===== config.mk =====
export PLATFORM = sky130hd
export DESIGN_NAME = gif_packed_tag_unpacker
export DESIGN_NICKNAME = d
export VERILOG_FILES = /design/src/design/gptu_pkg.sv /design/src/design/gif_packed_tag_unpacker.sv /design/src/design/gptu_front.sv /design/src/design/gptu_fifo.sv /design/src/design/gptu_back.sv
export SDC_FILE = /design/constraint.sdc
export NUM_CORES = 1
export LEC_CHECK = 0
export BUFFER_PORTS_ARGS = -buffer_cell sky130_fd_sc_hd__buf_2
export CAP_MARGIN = 15
export CORE_ASPECT_RATIO = 1.2
export CORE_MARGIN = 3
export CORE_UTILIZATION = 36
export CTS_CLUSTER_DIAMETER = 120
export DETAILED_ROUTE_END_ITERATION = 6
export SETUP_SLACK_MARGIN = 0.4
export SLEW_MARGIN = 10
export SYNTH_ARGS = -nofsm -noshare
export SYNTH_HDL_FRONTEND = slang
export SYNTH_HIERARCHICAL = 1
export SYNTH_SLANG_ARGS = --single-unit

===== constraint.sdc =====
create_clock -name aclk -period 4.1 [get_ports aclk]
set_input_delay 0.41 -clock aclk [delete_from_list [all_inputs] [get_ports aclk]]
set_output_delay 0.41 -clock aclk [all_outputs]
set_load 0.05 [all_outputs]

===== src/design/gptu_pkg.sv =====
// ----------------------------------------------------------------------------
// gptu_pkg
// Shared types and constants for the packed-mode graphics tag unpacker:
// channel payloads, queue entry and register descriptor codes.
// ----------------------------------------------------------------------------
package gptu_pkg;

    // Default depth of the queue between front and back
    localparam int QUEUE_DEPTH = 4;

    // Register descriptor codes
    localparam logic [3:0] DESC_PRIM  = 4'h0;
    localparam logic [3:0] DESC_RGBAQ = 4'h1;
    localparam logic [3:0] DESC_ST    = 4'h2;
    localparam logic [3:0] DESC_UV    = 4'h3;
    localparam logic [3:0] DESC_XYZF2 = 4'h4;
    localparam logic [3:0] DESC_XYZ2  = 4'h5;
    localparam logic [3:0] DESC_FOG   = 4'hA;
    localparam logic [3:0] DESC_AD    = 4'hE;
    localparam logic [3:0] DESC_NOP   = 4'hF;

    // Kick-free vertex register addresses
    localparam logic [7:0] ADDR_XYZF3 = 8'h0C;
    localparam logic [7:0] ADDR_XYZ3  = 8'h0D;

    // Register count when the tag's NREG field is zero
    localparam logic [4:0] NREG_FULL = 5'd16;

    // Input item: one quadword plus the range-end marker
    typedef struct packed {
        logic [31:0] qw_word0;
        logic [31:0] qw_word1;
        logic [31:0] qw_word2;
        logic [31:0] qw_word3;
        logic        range_last;
    } gptu_in_t;

    // Result item: one register write
    typedef struct packed {
        logic [7:0]  reg_addr;
        logic [63:0] reg_data;
    } gptu_out_t;

    // Classified work handed from front to back
    typedef struct packed {
        logic [3:0]  desc;   // format to apply, NOP for none
        logic [31:0] a0;
        logic [31:0] a1;
        logic [31:0] b0;
        logic [31:0] b1;
        logic        clr;    // range end: clear Q after this item
    } gptu_cmd_t;

endpackage


===== src/design/gif_packed_tag_unpacker.sv =====
// The queue takes each item at the edge that accepts it, and the output
// register takes it from the queue head when that register is empty or taken.
// Throughput: one quadword per cycle; the front accepts whenever the command
// queue has room, and the back drains one command per cycle while its output
// register is free; a result held by m_ready stalls only once the queue fills.
// Reset (aresetn low, synchronous): decoder expects a tag, queue empty, Q zero.
// ----------------------------------------------------------------------------
// gif_packed_tag_unpacker
// Packed-mode graphics tag unpacker: turns tag and data quadwords into
// register writes through a classify front, a command queue and a format back.
// ----------------------------------------------------------------------------
module gif_packed_tag_unpacker #(
    parameter int FIFO_DEPTH = gptu_pkg::QUEUE_DEPTH
) (
    input  logic                aclk,
    input  logic                aresetn,
    input  logic                s_valid,
    output logic                s_ready,
    input  gptu_pkg::gptu_in_t  s_item,
    output logic                m_valid,
    input  logic                m_ready,
    output gptu_pkg::gptu_out_t m_item
);
    import gptu_pkg::*;

    logic      q_push, q_pop, q_full, q_empty;
    gptu_cmd_t push_cmd, head_cmd;

    gptu_front u_front (
        .aclk    (aclk),
        .aresetn (aresetn),
        .s_valid (s_valid),
        .s_ready (s_ready),
        .s_item  (s_item),
        .q_full  (q_full),
        .q_push  (q_push),
        .q_cmd   (push_cmd)
    );

    gptu_fifo #(
        .DEPTH (FIFO_DEPTH)
    ) u_fifo (
        .aclk     (aclk),
        .aresetn  (aresetn),
        .push     (q_push),
        .push_cmd (push_cmd),
        .full     (q_full),
        .empty    (q_empty),
        .pop      (q_pop),
        .head_cmd (head_cmd)
    );

    gptu_back u_back (
        .aclk    (aclk),
        .aresetn (aresetn),
        .q_empty (q_empty),
        .q_cmd   (head_cmd),
        .q_pop   (q_pop),
        .m_valid (m_valid),
        .m_ready (m_ready),
        .m_item  (m_item)
    );

endmodule


===== src/design/gptu_front.sv =====
// ----------------------------------------------------------------------------
// gptu_front
// Accepts quadwords, tracks tag/data/stop decoding and the loop position,
// and classifies each item into a command for the formatting stage.
// ----------------------------------------------------------------------------
module gptu_front (
    input  logic                aclk,
    input  logic                aresetn,
    input  logic                s_valid,
    output logic                s_ready,
    input  gptu_pkg::gptu_in_t  s_item,
    input  logic                q_full,
    output logic                q_push,
    output gptu_pkg::gptu_cmd_t q_cmd
);
    import gptu_pkg::*;

    typedef enum logic [1:0] {
        PH_TAG  = 2'd0,
        PH_DATA = 2'd1,
        PH_STOP = 2'd2
    } phase_t;

    phase_t      phase_reg, phase_next;
    logic [14:0] loops_reg, loops_next;
    logic [4:0]  count_reg, count_next;
    logic [3:0]  slot_reg, slot_next;
    logic [63:0] descs_reg, descs_next;
    logic        eop_reg, eop_next;

    // Tag fields
    logic [14:0] tag_nloop;
    logic        tag_eop;
    logic        tag_pre;
    logic [10:0] tag_prim;
    logic [1:0]  tag_flg;
    logic [3:0]  tag_nreg;
    logic [4:0]  slot_inc;
    logic [14:0] loops_dec;

    assign tag_nloop = s_item.qw_word0[14:0];
    assign tag_eop   = s_item.qw_word0[15];
    assign tag_pre   = s_item.qw_word1[14];
    assign tag_prim  = s_item.qw_word1[25:15];
    assign tag_flg   = s_item.qw_word1[27:26];
    assign tag_nreg  = s_item.qw_word1[31:28];
    assign slot_inc  = {1'b0, slot_reg} + 5'd1;
    assign loops_dec = loops_reg - 15'd1;

    assign s_ready = !q_full;
    assign q_push  = s_valid && s_ready;

    // Classify item and compute next decode state
    always_comb begin
        phase_next = phase_reg;
        loops_next = loops_reg;
        count_next = count_reg;
        slot_next  = slot_reg;
        descs_next = descs_reg;
        eop_next   = eop_reg;

        q_cmd.desc = DESC_NOP;
        q_cmd.a0   = s_item.qw_word0;
        q_cmd.a1   = s_item.qw_word1;
        q_cmd.b0   = s_item.qw_word2;
        q_cmd.b1   = s_item.qw_word3;
        q_cmd.clr  = s_item.range_last;

        case (phase_reg)
            PH_TAG: begin
                if (tag_flg != 2'd0) begin
                    phase_next = PH_STOP;
                end else begin
                    count_next = (tag_nreg == 4'd0) ? NREG_FULL : {1'b0, tag_nreg};
                    descs_next = {s_item.qw_word3, s_item.qw_word2};
                    eop_next   = tag_eop;
                    slot_next  = 4'd0;
                    loops_next = tag_nloop;
                    if (tag_pre) begin
                        q_cmd.desc = DESC_PRIM;
                        q_cmd.a0   = {21'd0, tag_prim};
                    end
                    if (tag_nloop != 15'd0) begin
                        phase_next = PH_DATA;
                    end else begin
                        phase_next = tag_eop ? PH_STOP : PH_TAG;
                    end
                end
            end
            PH_DATA: begin
                q_cmd.desc = descs_reg[slot_reg*4 +: 4];
                if (slot_inc >= count_reg) begin
                    slot_next  = 4'd0;
                    loops_next = loops_dec;
                    if (loops_dec == 15'd0) begin
                        phase_next = eop_reg ? PH_STOP : PH_TAG;
                    end
                end else begin
                    slot_next = slot_inc[3:0];
                end
            end
            default: begin
                // stopped: wait for range end
            end
        endcase

        if (s_item.range_last) begin
            phase_next = PH_TAG;
            loops_next = 15'd0;
            count_next = NREG_FULL;
            slot_next  = 4'd0;
            descs_next = 64'd0;
            eop_next   = 1'b0;
        end
    end

    // Decode state
    always_ff @(posedge aclk) begin
        if (!aresetn) begin
            phase_reg <= PH_TAG;
            loops_reg <= 15'd0;
            count_reg <= NREG_FULL;
            slot_reg  <= 4'd0;
            descs_reg <= 64'd0;
            eop_reg   <= 1'b0;
        end else if (q_push) begin
            phase_reg <= phase_next;
            loops_reg <= loops_next;
            count_reg <= count_next;
            slot_reg  <= slot_next;
            descs_reg <= descs_next;
            eop_reg   <= eop_next;
        end
    end

    // Data phase always has loops left to run
    a_data_has_loops: assert property (@(posedge aclk) disable iff (!aresetn)
        phase_reg == PH_DATA |-> loops_reg != 15'd0)
        else $error("data phase with zero loops left");

    // Register count stays within 1..16
    a_count_range: assert property (@(posedge aclk) disable iff (!aresetn)
        count_reg != 5'd0 && count_reg <= NREG_FULL)
        else $error("register count out of range");

endmodule


===== src/design/gptu_fifo.sv =====
// ----------------------------------------------------------------------------
// gptu_fifo
// Short command queue that decouples the classifying front from the
// formatting back.
// ----------------------------------------------------------------------------
module gptu_fifo #(
    parameter int DEPTH = gptu_pkg::QUEUE_DEPTH
) (
    input  logic                aclk,
    input  logic                aresetn,
    input  logic                push,
    input  gptu_pkg::gptu_cmd_t push_cmd,
    output logic                full,
    output logic                empty,
    input  logic                pop,
    output gptu_pkg::gptu_cmd_t head_cmd
);
    import gptu_pkg::*;

    localparam int PTR_W = $clog2(DEPTH);
    localparam int CNT_W = $clog2(DEPTH + 1);

    gptu_cmd_t         mem [DEPTH];
    logic [PTR_W-1:0]  wr_ptr_reg, wr_ptr_next;
    logic [PTR_W-1:0]  rd_ptr_reg, rd_ptr_next;
    logic [CNT_W-1:0]  count_reg, count_next;

    assign full     = (count_reg == CNT_W'(DEPTH));
    assign empty    = (count_reg == '0);
    assign head_cmd = mem[rd_ptr_reg];

    // Pointer and occupancy update
    always_comb begin
        wr_ptr_next = wr_ptr_reg;
        rd_ptr_next = rd_ptr_reg;
        count_next  = count_reg;
        if (push) begin
            wr_ptr_next = (wr_ptr_reg == PTR_W'(DEPTH - 1)) ? '0 : wr_ptr_reg + 1'b1;
        end
        if (pop) begin
            rd_ptr_next = (rd_ptr_reg == PTR_W'(DEPTH - 1)) ? '0 : rd_ptr_reg + 1'b1;
        end
        if (push && !pop) begin
            count_next = count_reg + 1'b1;
        end else if (pop && !push) begin
            count_next = count_reg - 1'b1;
        end
    end

    always_ff @(posedge aclk) begin
        if (!aresetn) begin
            wr_ptr_reg <= '0;
            rd_ptr_reg <= '0;
            count_reg  <= '0;
        end else begin
            wr_ptr_reg <= wr_ptr_next;
            rd_ptr_reg <= rd_ptr_next;
            count_reg  <= count_next;
        end
    end

    // Storage
    always_ff @(posedge aclk) begin
        if (push) begin
            mem[wr_ptr_reg] <= push_cmd;
        end
    end

    a_no_overflow: assert property (@(posedge aclk) disable iff (!aresetn)
        push |-> !full)
        else $error("push into full queue");

    a_no_underflow: assert property (@(posedge aclk) disable iff (!aresetn)
        pop |-> !empty)
        else $error("pop from empty queue");

    a_count_bound: assert property (@(posedge aclk) disable iff (!aresetn)
        count_reg <= CNT_W'(DEPTH))
        else $error("queue count exceeds depth");

endmodule


===== src/design/gptu_back.sv =====
// ----------------------------------------------------------------------------
// gptu_back
// Formats queued commands into register writes, keeps the Q latch and
// holds the result in an output register until it is taken.
// ----------------------------------------------------------------------------
module gptu_back (
    input  logic                aclk,
    input  logic                aresetn,
    input  logic                q_empty,
    input  gptu_pkg::gptu_cmd_t q_cmd,
    output logic                q_pop,
    output logic                m_valid,
    input  logic                m_ready,
    output gptu_pkg::gptu_out_t m_item
);
    import gptu_pkg::*;

    logic        m_valid_reg, m_valid_next;
    gptu_out_t   m_item_reg, m_item_next;
    logic [31:0] q_latch_reg, q_latch_next;
    logic        has_res;
    logic [7:0]  addr;
    logic [63:0] data;
    logic [31:0] xy;

    assign q_pop   = !q_empty && (!m_valid_reg || m_ready);
    assign m_valid = m_valid_reg;
    assign m_item  = m_item_reg;
    assign xy      = {q_cmd.a1[15:0], q_cmd.a0[15:0]};

    // Format by descriptor
    always_comb begin
        has_res = 1'b1;
        addr    = {4'd0, q_cmd.desc};
        data    = {q_cmd.a1, q_cmd.a0};
        case (q_cmd.desc)
            DESC_PRIM:  data = {53'd0, q_cmd.a0[10:0]};
            DESC_RGBAQ: data = {q_latch_reg, q_cmd.b1[7:0], q_cmd.b0[7:0],
                                q_cmd.a1[7:0], q_cmd.a0[7:0]};
            DESC_ST:    data = {q_cmd.a1, q_cmd.a0};
            DESC_UV:    data = {34'd0, q_cmd.a1[13:0], 2'd0, q_cmd.a0[13:0]};
            DESC_XYZF2: begin
                addr = q_cmd.b1[15] ? ADDR_XYZF3 : {4'd0, DESC_XYZF2};
                data = {q_cmd.b1[11:4], q_cmd.b0[27:4], xy};
            end
            DESC_XYZ2: begin
                addr = q_cmd.b1[15] ? ADDR_XYZ3 : {4'd0, DESC_XYZ2};
                data = {q_cmd.b0, xy};
            end
            DESC_FOG:   data = {q_cmd.b1[11:4], 56'd0};
            DESC_AD:    addr = q_cmd.b0[7:0];
            DESC_NOP:   has_res = 1'b0;
            default: begin
                // raw write to the descriptor's address
            end
        endcase
    end

    // Output register and Q latch update
    always_comb begin
        m_valid_next = m_valid_reg;
        m_item_next  = m_item_reg;
        q_latch_next = q_latch_reg;
        if (m_valid_reg && m_ready) begin
            m_valid_next = 1'b0;
        end
        if (q_pop) begin
            m_valid_next = has_res;
            if (has_res) begin
                m_item_next.reg_addr = addr;
                m_item_next.reg_data = data;
            end
            if (q_cmd.clr) begin
                q_latch_next = 32'd0;
            end else if (q_cmd.desc == DESC_ST) begin
                q_latch_next = q_cmd.b0;
            end
        end
    end

    always_ff @(posedge aclk) begin
        if (!aresetn) begin
            m_valid_reg <= 1'b0;
            q_latch_reg <= 32'd0;
        end else begin
            m_valid_reg <= m_valid_next;
            q_latch_reg <= q_latch_next;
        end
        m_item_reg <= m_item_next;
    end

    // Range end leaves Q cleared
    a_clr_q: assert property (@(posedge aclk) disable iff (!aresetn)
        q_pop && q_cmd.clr |=> q_latch_reg == 32'd0)
        else $error("Q latch not cleared at range end");

    // Q only changes when a command is taken
    a_q_hold: assert property (@(posedge aclk) disable iff (!aresetn)
        !q_pop |=> $stable(q_latch_reg))
        else $error("Q latch changed without a command");

endmodule

==> flow_metrics.py, run 1 <==
metrics = {
    "die": {
        "start_util_pct": 36.5,
        "die_y_um": 312,
        "die_w_um": 261,
        "die_area_sq_mm": 0.0814,
        "ios": 207,
        "core_sq_mm": 0.0768,
        "row_count": 111,
    },
    "drt": {
        "wl_met3_um": 4620,
        "drc": 0,
        "via_count": 15811,
        "wl_met1_um": 29100,
        "met2_length_um": 37600,
        "ant_nets": 0,
        "first_pass_iters": 5,
        "totalWireLength_um": 74200,
        "dr.first_iter.drc_count": 1406,
        "routed_via_density": 5.28,
        "dr.max_layer_used": "met5",
        "post_drt_wl_per_cell_um": 24.8,
    },
    "global_routing": {
        "antenna_found_initial": 21,
        "grt_pass1_wl_um": 108000,
        "gr-total-overflow": 0,
        "grt_pass1_vias": 16071,
        "grt_max_degree": 136,
        "globalRouteTotalUtil_pct": 18.2,
    },
    "clock_network": {
        "cts-resized-gates": 0,
        "cts_buffers": 70,
        "tritoncts": "built",
        "cts_sinks": 661,
        "clkSlewWorstSetupHoldPaths_ps": 60,
        "clockRootBuffer": "clkbuf_16",
        "clockBufferDepth": 3,
        "clk_latency_ps": 610,
        "htreeDepth": 3,
    },
    "place": {
        "dp_hpwl_um": 50200,
        "dp_slack_ps": 1080,
        "gp_congestion": 0.812,
        "portBuffers": 206,
    },
    "final_layout": {
        "drive_gt1_share_pct": 27.1,
        "fillers": 6845,
        "final_nets": 2059,
        "areaGrowthSynthToFinish_pct": 14.1,
        "largest_reg_flops": 456,
    },
    "logic_synthesis": {
        "synth.avg_cell_area_sq_um": 15.7,
        "yosys_warnings": 6,
        "synth_area_sq_mm": 0.0281,
        "syn_nets": 1932,
        "synth_cells": 1784,
    },
    "sta": {
        "min_period_ps": 3000,
        "worst_pin_slew_ps": 853,
        "clock.fmax_mhz": 333,
        "rsz0062_at_grt": "no",
        "finalHoldViolCount": 0,
        "tns_ps": 0,
        "maxSlewHeadroom_pct": 43.1,
        "finalCritPeriodShare_pct": 73.2,
        "finalMaxSlewViolations": 0,
        "worst_slack_ps": 1100,
        "setup-violations-final": 0,
        "skew_ps": 17.8,
    },
    "pwr": {
        "power.total_mw": 22.9,
        "p_leak_nw": 10.7,
        "vdd_drop_max_mv": 0.445,
        "powerDensity_mw_per_mm2": 715,
    },
    "worst_setup_path": {
        "critPathRequiredTime_ps": 4630,
        "critPathKind": "flop to flop",
        "slowest_stage": "mux4_2",
        "r2r_slack_ps": 1100,
        "crit_path_max_incr_delay_ps": 760,
        "start_kind": "flop",
        "arrival_ps": 3530,
        "cp_max_fo": 32,
        "worstPathCellList": "mux4_2 -> buf_4 -> nor4b_2 -> o211a_2 -> nand3_1 -> a21boi_1",
        "crit_path_end_kind": "flop",
    },
    "outcome": {
        "status": "completed",
    },
    "job": {
        "maxCapViolCount": 0,
    },
    "min_path": {
        "hold_path_class": "input pin to flop",
    },
}
final timing paths:
| check | startpoint | endpoint | depth (start not counted) |
|---|---|---|---|
| max | flop | u_back/q_latch_reg[6]$_SDFFE_PN0P_ | 6 |
| min | s_item[66] | u_fifo/mem[2][66]$_DFFE_PP_ | 1 |
| max reg2reg | flop | u_back/q_latch_reg[6]$_SDFFE_PN0P_ | 6 |
| min reg2reg | u_back/q_latch_reg[15]$_SDFFE_PN0P_ | u_back/q_latch_reg[15]$_SDFFE_PN0P_ | 2 |
stage by stage:
stage | hold WS (ps) | cells | cell area [sq um] | util (%)
floorplan | 430 | 1784 | 28100 | -
global placement | 438 | 2844 | 29600 | 38.5
detailed placement | 443 | 2844 | 29600 | 38.5
CTS | 0.345 | 2982 | 32000 | 41.6
global route | 11.3 | 2989 | 32000 | 41.7
finish | 35.6 | 2993 | 32000 | 41.7
routing by layer:
layer  GRT usage, %  up-vias
li1               -     7049
met2           31.0      546
met5              0        -
met3           3.02      122
met1           22.8     8088
met4           7.67        6
critical path, delay by kind of cell (launching register included):
family                 cells  cell delay (ps)
AOI/OAI and AO/OA          2              930
buffers and inverters      1              320
DFF                        1              400
muxes                      1              760
and+or+nand+nor            2              500
cell usage in the layout (no fill, tap or decap), drive strengths merged, types with 4 or more instances in the layout:
master and n:
mux2i 37, ha 14, a21o 4, a221o 6
dfxtp 133, and2 30, nand3 34, o22ai 5
clkinv 20, a21oi 81, nor3 12, a22o 22
a21boi 42, nand2b 7, mux4 134, a22oi 4
buf 240, o21ai 47, a32o 5, nor2b 92
mux2 53, o211ai 4, edfxtp 528, xor2 6
o21a 8, dlygate4sd3 11, nor4 8, inv 23
or3 8, nor2 34, nor3b 72, nand3b 4
xnor2 7, bufinv 6, diode 10, nand2 93
clkbuf 93
cell type report:
type / instances / area, sq um / share of cell area (%)
Clock inverter: 34 / 350 / 1.09
Tap cell: 1017 / 1270 / 3.97
Antenna cell: 10 / 25.0 / 0.0781
Clock buffer: 93 / 1950 / 6.10
Timing Repair Buffer: 251 / 1520 / 4.74
Inverter: 18 / 67.6 / 0.211
Sequential cell: 661 / 18500 / 57.8
Multi-Input combinational cell: 909 / 8310 / 26.0
timing repair:
item	CTS	global route
setup buffers	0	0
endpoints found under the hold margin	36	0
hold buffers	11	0
power by group:
group	total [mW]	switching [mW]	leakage (nW)	internal (mW)
clock	6.33	2.58	1.13	3.75
sequential	9.03	0.460	5.95	8.57
combinational	7.53	4.99	3.66	2.54
Power figures use the tool's default switching activity.
==> run 2: changes to the inputs <==
--- a/config.mk
+++ b/config.mk
@@ -5,6 +5,7 @@
 export SDC_FILE = /design/constraint.sdc
 export NUM_CORES = 1
 export LEC_CHECK = 0
+export ABC_AREA = 1
 export BUFFER_PORTS_ARGS = -buffer_cell sky130_fd_sc_hd__buf_2
 export CAP_MARGIN = 15
 export CORE_ASPECT_RATIO = 1.2
==> constraint.sdc (replaced) <==
create_clock -name aclk -period 3.1 [get_ports aclk]
set_input_delay 0.31 -clock aclk [delete_from_list [all_inputs] [get_ports aclk]]
set_output_delay 0.31 -clock aclk [all_outputs]
set_load 0.05 [all_outputs]
==> run 2 against run 1 <==
- sequential power rose by 37%
- critical path depth up 2
- final cell count grew 33%
- first-iteration DRC count up 39%
- clock power increased by 16%
- routed wire length is 12% higher
- largest cell class unchanged
- highest routed layer unchanged
==> flow_metrics.py, run 2 <==
metrics = {
    "pwr": {
        "power.total_mw": 32.0,
        "vdd_drop_max_mv": 0.475,
        "p_leak_nw": 12.3,
        "powerDensity_mw_per_mm2": 971,
    },
    "job": {
        "maxCapViolCount": 0,
    },
    "drt": {
        "via_count": 20591,
        "first_pass_iters": 5,
        "drc": 0,
        "routed_via_density": 5.16,
        "ant_nets": 0,
        "dr.first_iter.drc_count": 1958,
        "totalWireLength_um": 83400,
        "post_drt_wl_per_cell_um": 20.9,
    },
    "final_layout": {
        "largest_reg_flops": 456,
        "areaGrowthSynthToFinish_pct": 15.2,
        "final_nets": 3057,
        "final_util_pct": 42.1,
        "layout_commonest_cell": "edfxtp_1",
        "fillers": 7390,
        "drive_gt1_share_pct": 14.3,
        "final_cell_mix": "528 x edfxtp_1, 406 x nor2_1, 343 x nand2_1, 219 x o21ai_0, 206 x buf_2",
    },
    "clock_network": {
        "htreeDepth": 2,
        "clk_latency_ps": 630,
        "clkSlewWorstSetupHoldPaths_ps": 70,
        "cts_sinks": 661,
        "tritoncts": "built",
        "cts_buffers": 60,
        "clockRootBuffer": "clkbuf_16",
        "clockBufferDepth": 3,
    },
    "die": {
        "die_y_um": 315,
        "die_area_sq_mm": 0.0830,
        "row_count": 112,
        "die_w_um": 263,
        "core_sq_mm": 0.0783,
        "ios": 207,
        "start_util_pct": 36.5,
    },
    "logic_synthesis": {
        "synth_area_sq_mm": 0.0286,
        "syn_nets": 2888,
        "yosys_warnings": 6,
        "synth.avg_cell_area_sq_um": 10.4,
        "synth_cells": 2740,
    },
    "sta": {
        "setup-violations-final": 0,
        "clock.fmax_mhz": 380,
        "worst_slack_ps": 470,
        "worst_pin_slew_ps": 939,
        "finalCritPeriodShare_pct": 84.8,
        "maxSlewHeadroom_pct": 37.4,
        "hold_ws_ps": 27.8,
        "tns_ps": 0,
        "finalHoldViolCount": 0,
        "rsz0062_at_grt": "yes",
        "skew_ps": 22.0,
        "finalMaxSlewViolations": 0,
        "min_period_ps": 2630,
    },
    "place": {
        "dp_slack_ps": 364,
        "dp_hpwl_um": 54200,
        "portBuffers": 206,
        "gp_congestion": 0.830,
    },
    "global_routing": {
        "grt_max_degree": 129,
        "globalRouteTotalUtil_pct": 19.5,
        "antenna_found_initial": 5,
        "gr-total-overflow": 0,
        "grt_pass1_vias": 19561,
        "grt_pass1_wl_um": 124000,
    },
    "outcome": {
        "status": "completed",
    },
    "worst_setup_path": {
        "slowest_stage": "buf_4",
        "worstPathCellList": "inv_6 -> buf_4 -> nor2_1 -> o22ai_1 -> inv_1 -> o21ai_0 -> nor2_1 -> nand2_1",
        "path_buf_inv": 3,
        "critPathRequiredTime_ps": 3590,
        "cp_max_fo": 70,
        "start_kind": "flop",
        "crit_path_max_incr_delay_ps": 640,
        "crit_path_frequent_cell": "nor2_1",
        "crit_family": "buffers and inverters",
        "crit_path_end_kind": "flop",
        "critPathKind": "flop to flop",
        "arrival_ps": 3120,
    },
    "min_path": {
        "min_from": "s_item[25]",
        "hold_path_class": "input pin to flop",
    },
}
-- run 2: metrics by stage --
step	instances	instance area (sq um)
after CTS	3980	32900
after global placement	3776	30000
after floorplan	2740	28800
final	3988	33000
after global routing	3986	33000
after detailed placement	3776	30000
-- run 2: tightest hold or removal path, delay by kind of cell --
kind                   cells  cell delay (ps)
AO/OA/AOI/OAI              2              200
buffers and inverters      1               80
-- run 2: layout make-up --
cell class,count,area [sq um],area share [%]
Antenna cell,4,10.0,0.0303
Clock buffer,78,1610,4.88
Clock inverter,33,309,0.937
Inverter,168,667,2.02
Multi-Input combinational cell,1658,8010,24.3
Sequential cell,661,18500,56.2
Tap cell,1026,1280,3.89
Timing Repair Buffer,360,2560,7.77
-- run 2: per-layer routing --
| metal | share of wire, % | vias up | track usage [%] | routed length [um] |
|---|---|---|---|---|
| li1 | - | 9842 | - | - |
| met1 | 43 | 9998 | 25.7 | 35500 |
| met2 | 48 | 615 | 32.5 | 40100 |
| met3 | 5.5 | 132 | 3.08 | 4560 |
| met4 | 3.9 | 4 | 7.11 | 3230 |
| met5 | 0.025 | - | 0 | 21 |
-- run 2: timing repair --
action                                 in CTS  in global routing
gates cloned                                0                  1
resized for setup                           2                 11
setup buffers                               0                  3
pin swaps                                   0                  3
setup endpoints to repair                   4                 66
endpoints found under the hold margin     324                  0
hold buffers                               93                  0
-- run 2: final timing paths --
check	end	slack, ps	depth (start not counted)
setup / recovery	u_back/m_item[34]$_DFFE_PP_	470	8
hold / removal	u_front/descs_reg[56]$_SDFFE_PN0P_	30	3
setup reg to reg	u_back/m_item[34]$_DFFE_PP_	470	8
hold reg to reg	u_front/descs_reg[61]$_SDFFE_PN0P_	460	2
-- run 2: where the power goes --
| group | switching [mW] | internal, mW | total, mW |
|---|---|---|---|
| Sequential | 0.743 | 11.7 | 12.4 |
| Clock | 3.24 | 4.08 | 7.32 |
| Combinational | 9.14 | 3.16 | 12.3 |
| Total | 13.1 | 18.9 | 32.0 |
==> run 3: changes to the inputs <==
==> constraint.sdc (replaced) <==
create_clock -name aclk -period 2.37 [get_ports aclk]
set_input_delay 0.237 -clock aclk [delete_from_list [all_inputs] [get_ports aclk]]
set_output_delay 0.237 -clock aclk [all_outputs]
set_load 0.05 [all_outputs]
==> run 3 against run 2 <==
- the flow now finishes with violations (negative setup slack)
- core utilization rose by 7.1 points
- register-to-register slack got worse by 480 ps
- final cell count rose by 6.9%
- critical path depth rose by 7
- non-clock buffer count rose by 265
- combinational power rose by 120%
- fmax rose by 10%
- global-route usage rose by 1.5 points
- sequential share of layout area fell by 8.1 points
- via count rose by 9.6%
- critical endpoint is now u_back/m_item[59]$_DFFE_PP_
- largest cell class unchanged
- largest power group is now combinational logic
==> flow_metrics.py, run 3 (synthesized netlist as in run 2, its figures left out) <==
metrics = {
    "outcome": {
        "status": "finished, violations left",
        "failed_checks": "negative setup slack",
    },
    "drt": {
        "post_drt_wl_per_cell_um": 22.1,
        "drc": 0,
        "routed_via_density": 5.29,
        "via_count": 22567,
        "totalWireLength_um": 94300,
        "first_pass_iters": 6,
        "ant_nets": 0,
        "dr.first_iter.drc_count": 2099,
    },
    "place": {
        "numPlacedInstances": 3886,
        "dp_hpwl_um": 56900,
        "portBuffers": 206,
        "gp_congestion": 0.853,
        "dpl-instance-area_sq_mm": 0.0313,
    },
    "worst_setup_path": {
        "critPathRequiredTime_ps": 2730,
        "cp_max_fo": 6,
        "worstRegToRegCells": 15,
        "reg2reg_to": "u_back/m_item[59]$_DFFE_PP_",
        "start_kind": "flop",
        "r2r_slack_ps": -10,
        "arrival_ps": 2750,
        "critPathKind": "flop to flop",
        "crit_path_end_kind": "flop",
    },
    "die": {
        "ios": 207,
        "start_util_pct": 36.5,
        "die_w_um": 263,
        "row_count": 112,
        "die_y_um": 315,
        "core_sq_mm": 0.0783,
        "die_area_sq_mm": 0.0830,
    },
    "clock_network": {
        "clockRootBuffer": "clkbuf_16",
        "cts_buffers": 67,
        "cts_sinks": 661,
        "clkSlewWorstSetupHoldPaths_ps": 60,
        "clockBufferDepth": 3,
        "htreeDepth": 3,
        "tritoncts": "built",
        "clk_latency_ps": 630,
    },
    "global_routing": {
        "grtUsageMet1_pct": 26.7,
        "gr-max-usage-layer": "met2",
        "grt_pass1_vias": 21202,
        "grtUsageMet2_pct": 35.5,
        "globalRouteTotalUtil_pct": 21.0,
        "grt_pass1_wl_um": 133000,
        "met3_usage_pct": 3.06,
        "gr-total-overflow": 0,
        "grt_max_degree": 115,
        "antenna_found_initial": 3,
    },
    "final_layout": {
        "largest_reg_flops": 456,
        "design_area_sq_mm": 0.0385,
        "fin_cells": 4263,
        "drive_gt1_share_pct": 29.7,
        "final_nets": 3331,
        "layout_commonest_cell": "edfxtp_1",
        "areaGrowthSynthToFinish_pct": 34.7,
        "final_cell_mix": "528 x edfxtp_1, 357 x nor2_1, 246 x nand2_1, 206 x buf_2, 154 x o21ai_0",
    },
    "sta": {
        "finalMaxSlewViolations": 0,
        "setup-violations-final": 1,
        "finalHoldViolCount": 0,
        "clock.fmax_mhz": 419,
        "skew_ps": 25.0,
        "worst_pin_slew_ps": 796,
        "maxSlewHeadroom_pct": 46.9,
        "worst_slack_ps": -14.9,
        "min_period_ps": 2380,
        "rsz0062_at_grt": "yes",
        "finalCritPeriodShare_pct": 101,
    },
    "pwr": {
        "p_int_mw": 32.1,
        "powerDensity_mw_per_mm2": 1390,
        "seqPwrFrac_pct": 30.6,
        "p_leak_nw": 14.6,
        "vdd_drop_max_mv": 0.928,
        "sw_frac_of_total_pct": 40.1,
        "combPwrFrac_pct": 49.4,
        "power.total_mw": 53.6,
        "clkPwrFrac_pct": 20.0,
        "switchingPower_mw": 21.5,
    },
    "min_path": {
        "hold_path_class": "input pin to flop",
        "holdPathEnd": "u_front/loops_reg[10]$_SDFFE_PN0P_",
        "min_from": "s_item[107]",
        "min_path_cells": 3,
    },
    "job": {
        "maxCapViolCount": 0,
    },
}
-- run 3: changes by cell type in the layout (fill, tap and decap cells not counted), moves of 36 or more --
cell and change:
a21oi_1 -39, a21oi_2 +36, buf_12 +37, buf_4 +101, buf_6 +42, nand2_1 -97
nand2_2 +55, nor2_1 -49, o21ai_0 -65, o21ai_1 +39
-- run 3: area by class of cell --
class	instances	area [sq um]
inverters	168	738
clock buffers	87	1760
fillers	6786	39800
diodes	3	7.51
well taps	1026	1280
repair buffers	625	6350
multi-input cells	1658	9400
flip-flops and latches	661	18500
clock inverters	33	438
repair inverters	2	22.5
-- run 3: routing by layer --
| metal | share of wire [%] | routed length (um) |
|---|---|---|
| met5 | 0.014 | 13 |
| met2 | 49 | 46300 |
| met1 | 39 | 36700 |
| met4 | 5.3 | 5010 |
| met3 | 6.5 | 6160 |
-- run 3: power by group through the flow --
| stage | sequential (mW) | combinational (mW) | clock, mW |
|---|---|---|---|
| after floorplan | 18.5 | 9.17 | 0 |
| after global placement | 16.5 | 17.6 | 0 |
| after detailed placement | 16.5 | 17.7 | 0 |
| after CTS | 16.3 | 22.9 | 10.9 |
| after global routing | 16.5 | 27.8 | 11.4 |
| final | 16.4 | 26.5 | 10.7 |
-- run 3: worst max path at each step --
stage,start,to,depth (start not counted)
2_1_floorplan,u_fifo/count_reg[1]$_SDFFE_PN0P_,u_fifo/mem[3][0]$_DFFE_PP_,6
3_3_place_gp,flop,u_back/m_item[13]$_DFFE_PP_,8
3_5_place_dp,flop,u_back/m_item[13]$_DFFE_PP_,8
4_1_cts,u_front/slot_reg[0]$_SDFFE_PN0P_,u_front/loops_reg[14]$_SDFFE_PN0P_,11
5_1_grt,flop,u_back/m_item[59]$_DFFE_PP_,15
6_report,flop,u_back/m_item[59]$_DFFE_PP_,15
-- run 3: through the flow --
stage	util, %	hold slack [ps]	TNS (ps)	worst slack [ps]
after floorplan	-	358	-310580	-620
after global placement	39.9	450	0	26.0
after detailed placement	39.9	453	0	3.59
after CTS	46.8	2.31	0	96.8
after global routing	49.2	18.0	-1190	-86.2
final	49.2	22.7	-14.9	-14.9
-- run 3: timing repair --
item	4_1_cts	5_1_grt
setup buffers	57	32
cloned	27	27
resized for setup	288	274
pin swaps	60	99
setup endpoints to repair	326	486
hold endpoints to repair	417	0
hold buffers	111	0
-- run 3: worst max-delay path, stage by stage (launching register included) --
cell and delay (ps):
dfxtp_4 410, buf_12 160, inv_16 50, o21ai_2 140, buf_4 140, o22ai_4 70, inv_2 90, nor2_4 60
buf_6 140, buf_12 130, buf_8 130, buf_8 140, nand3_2 80, nand2_2 60, a21oi_2 240, nand2_1 80
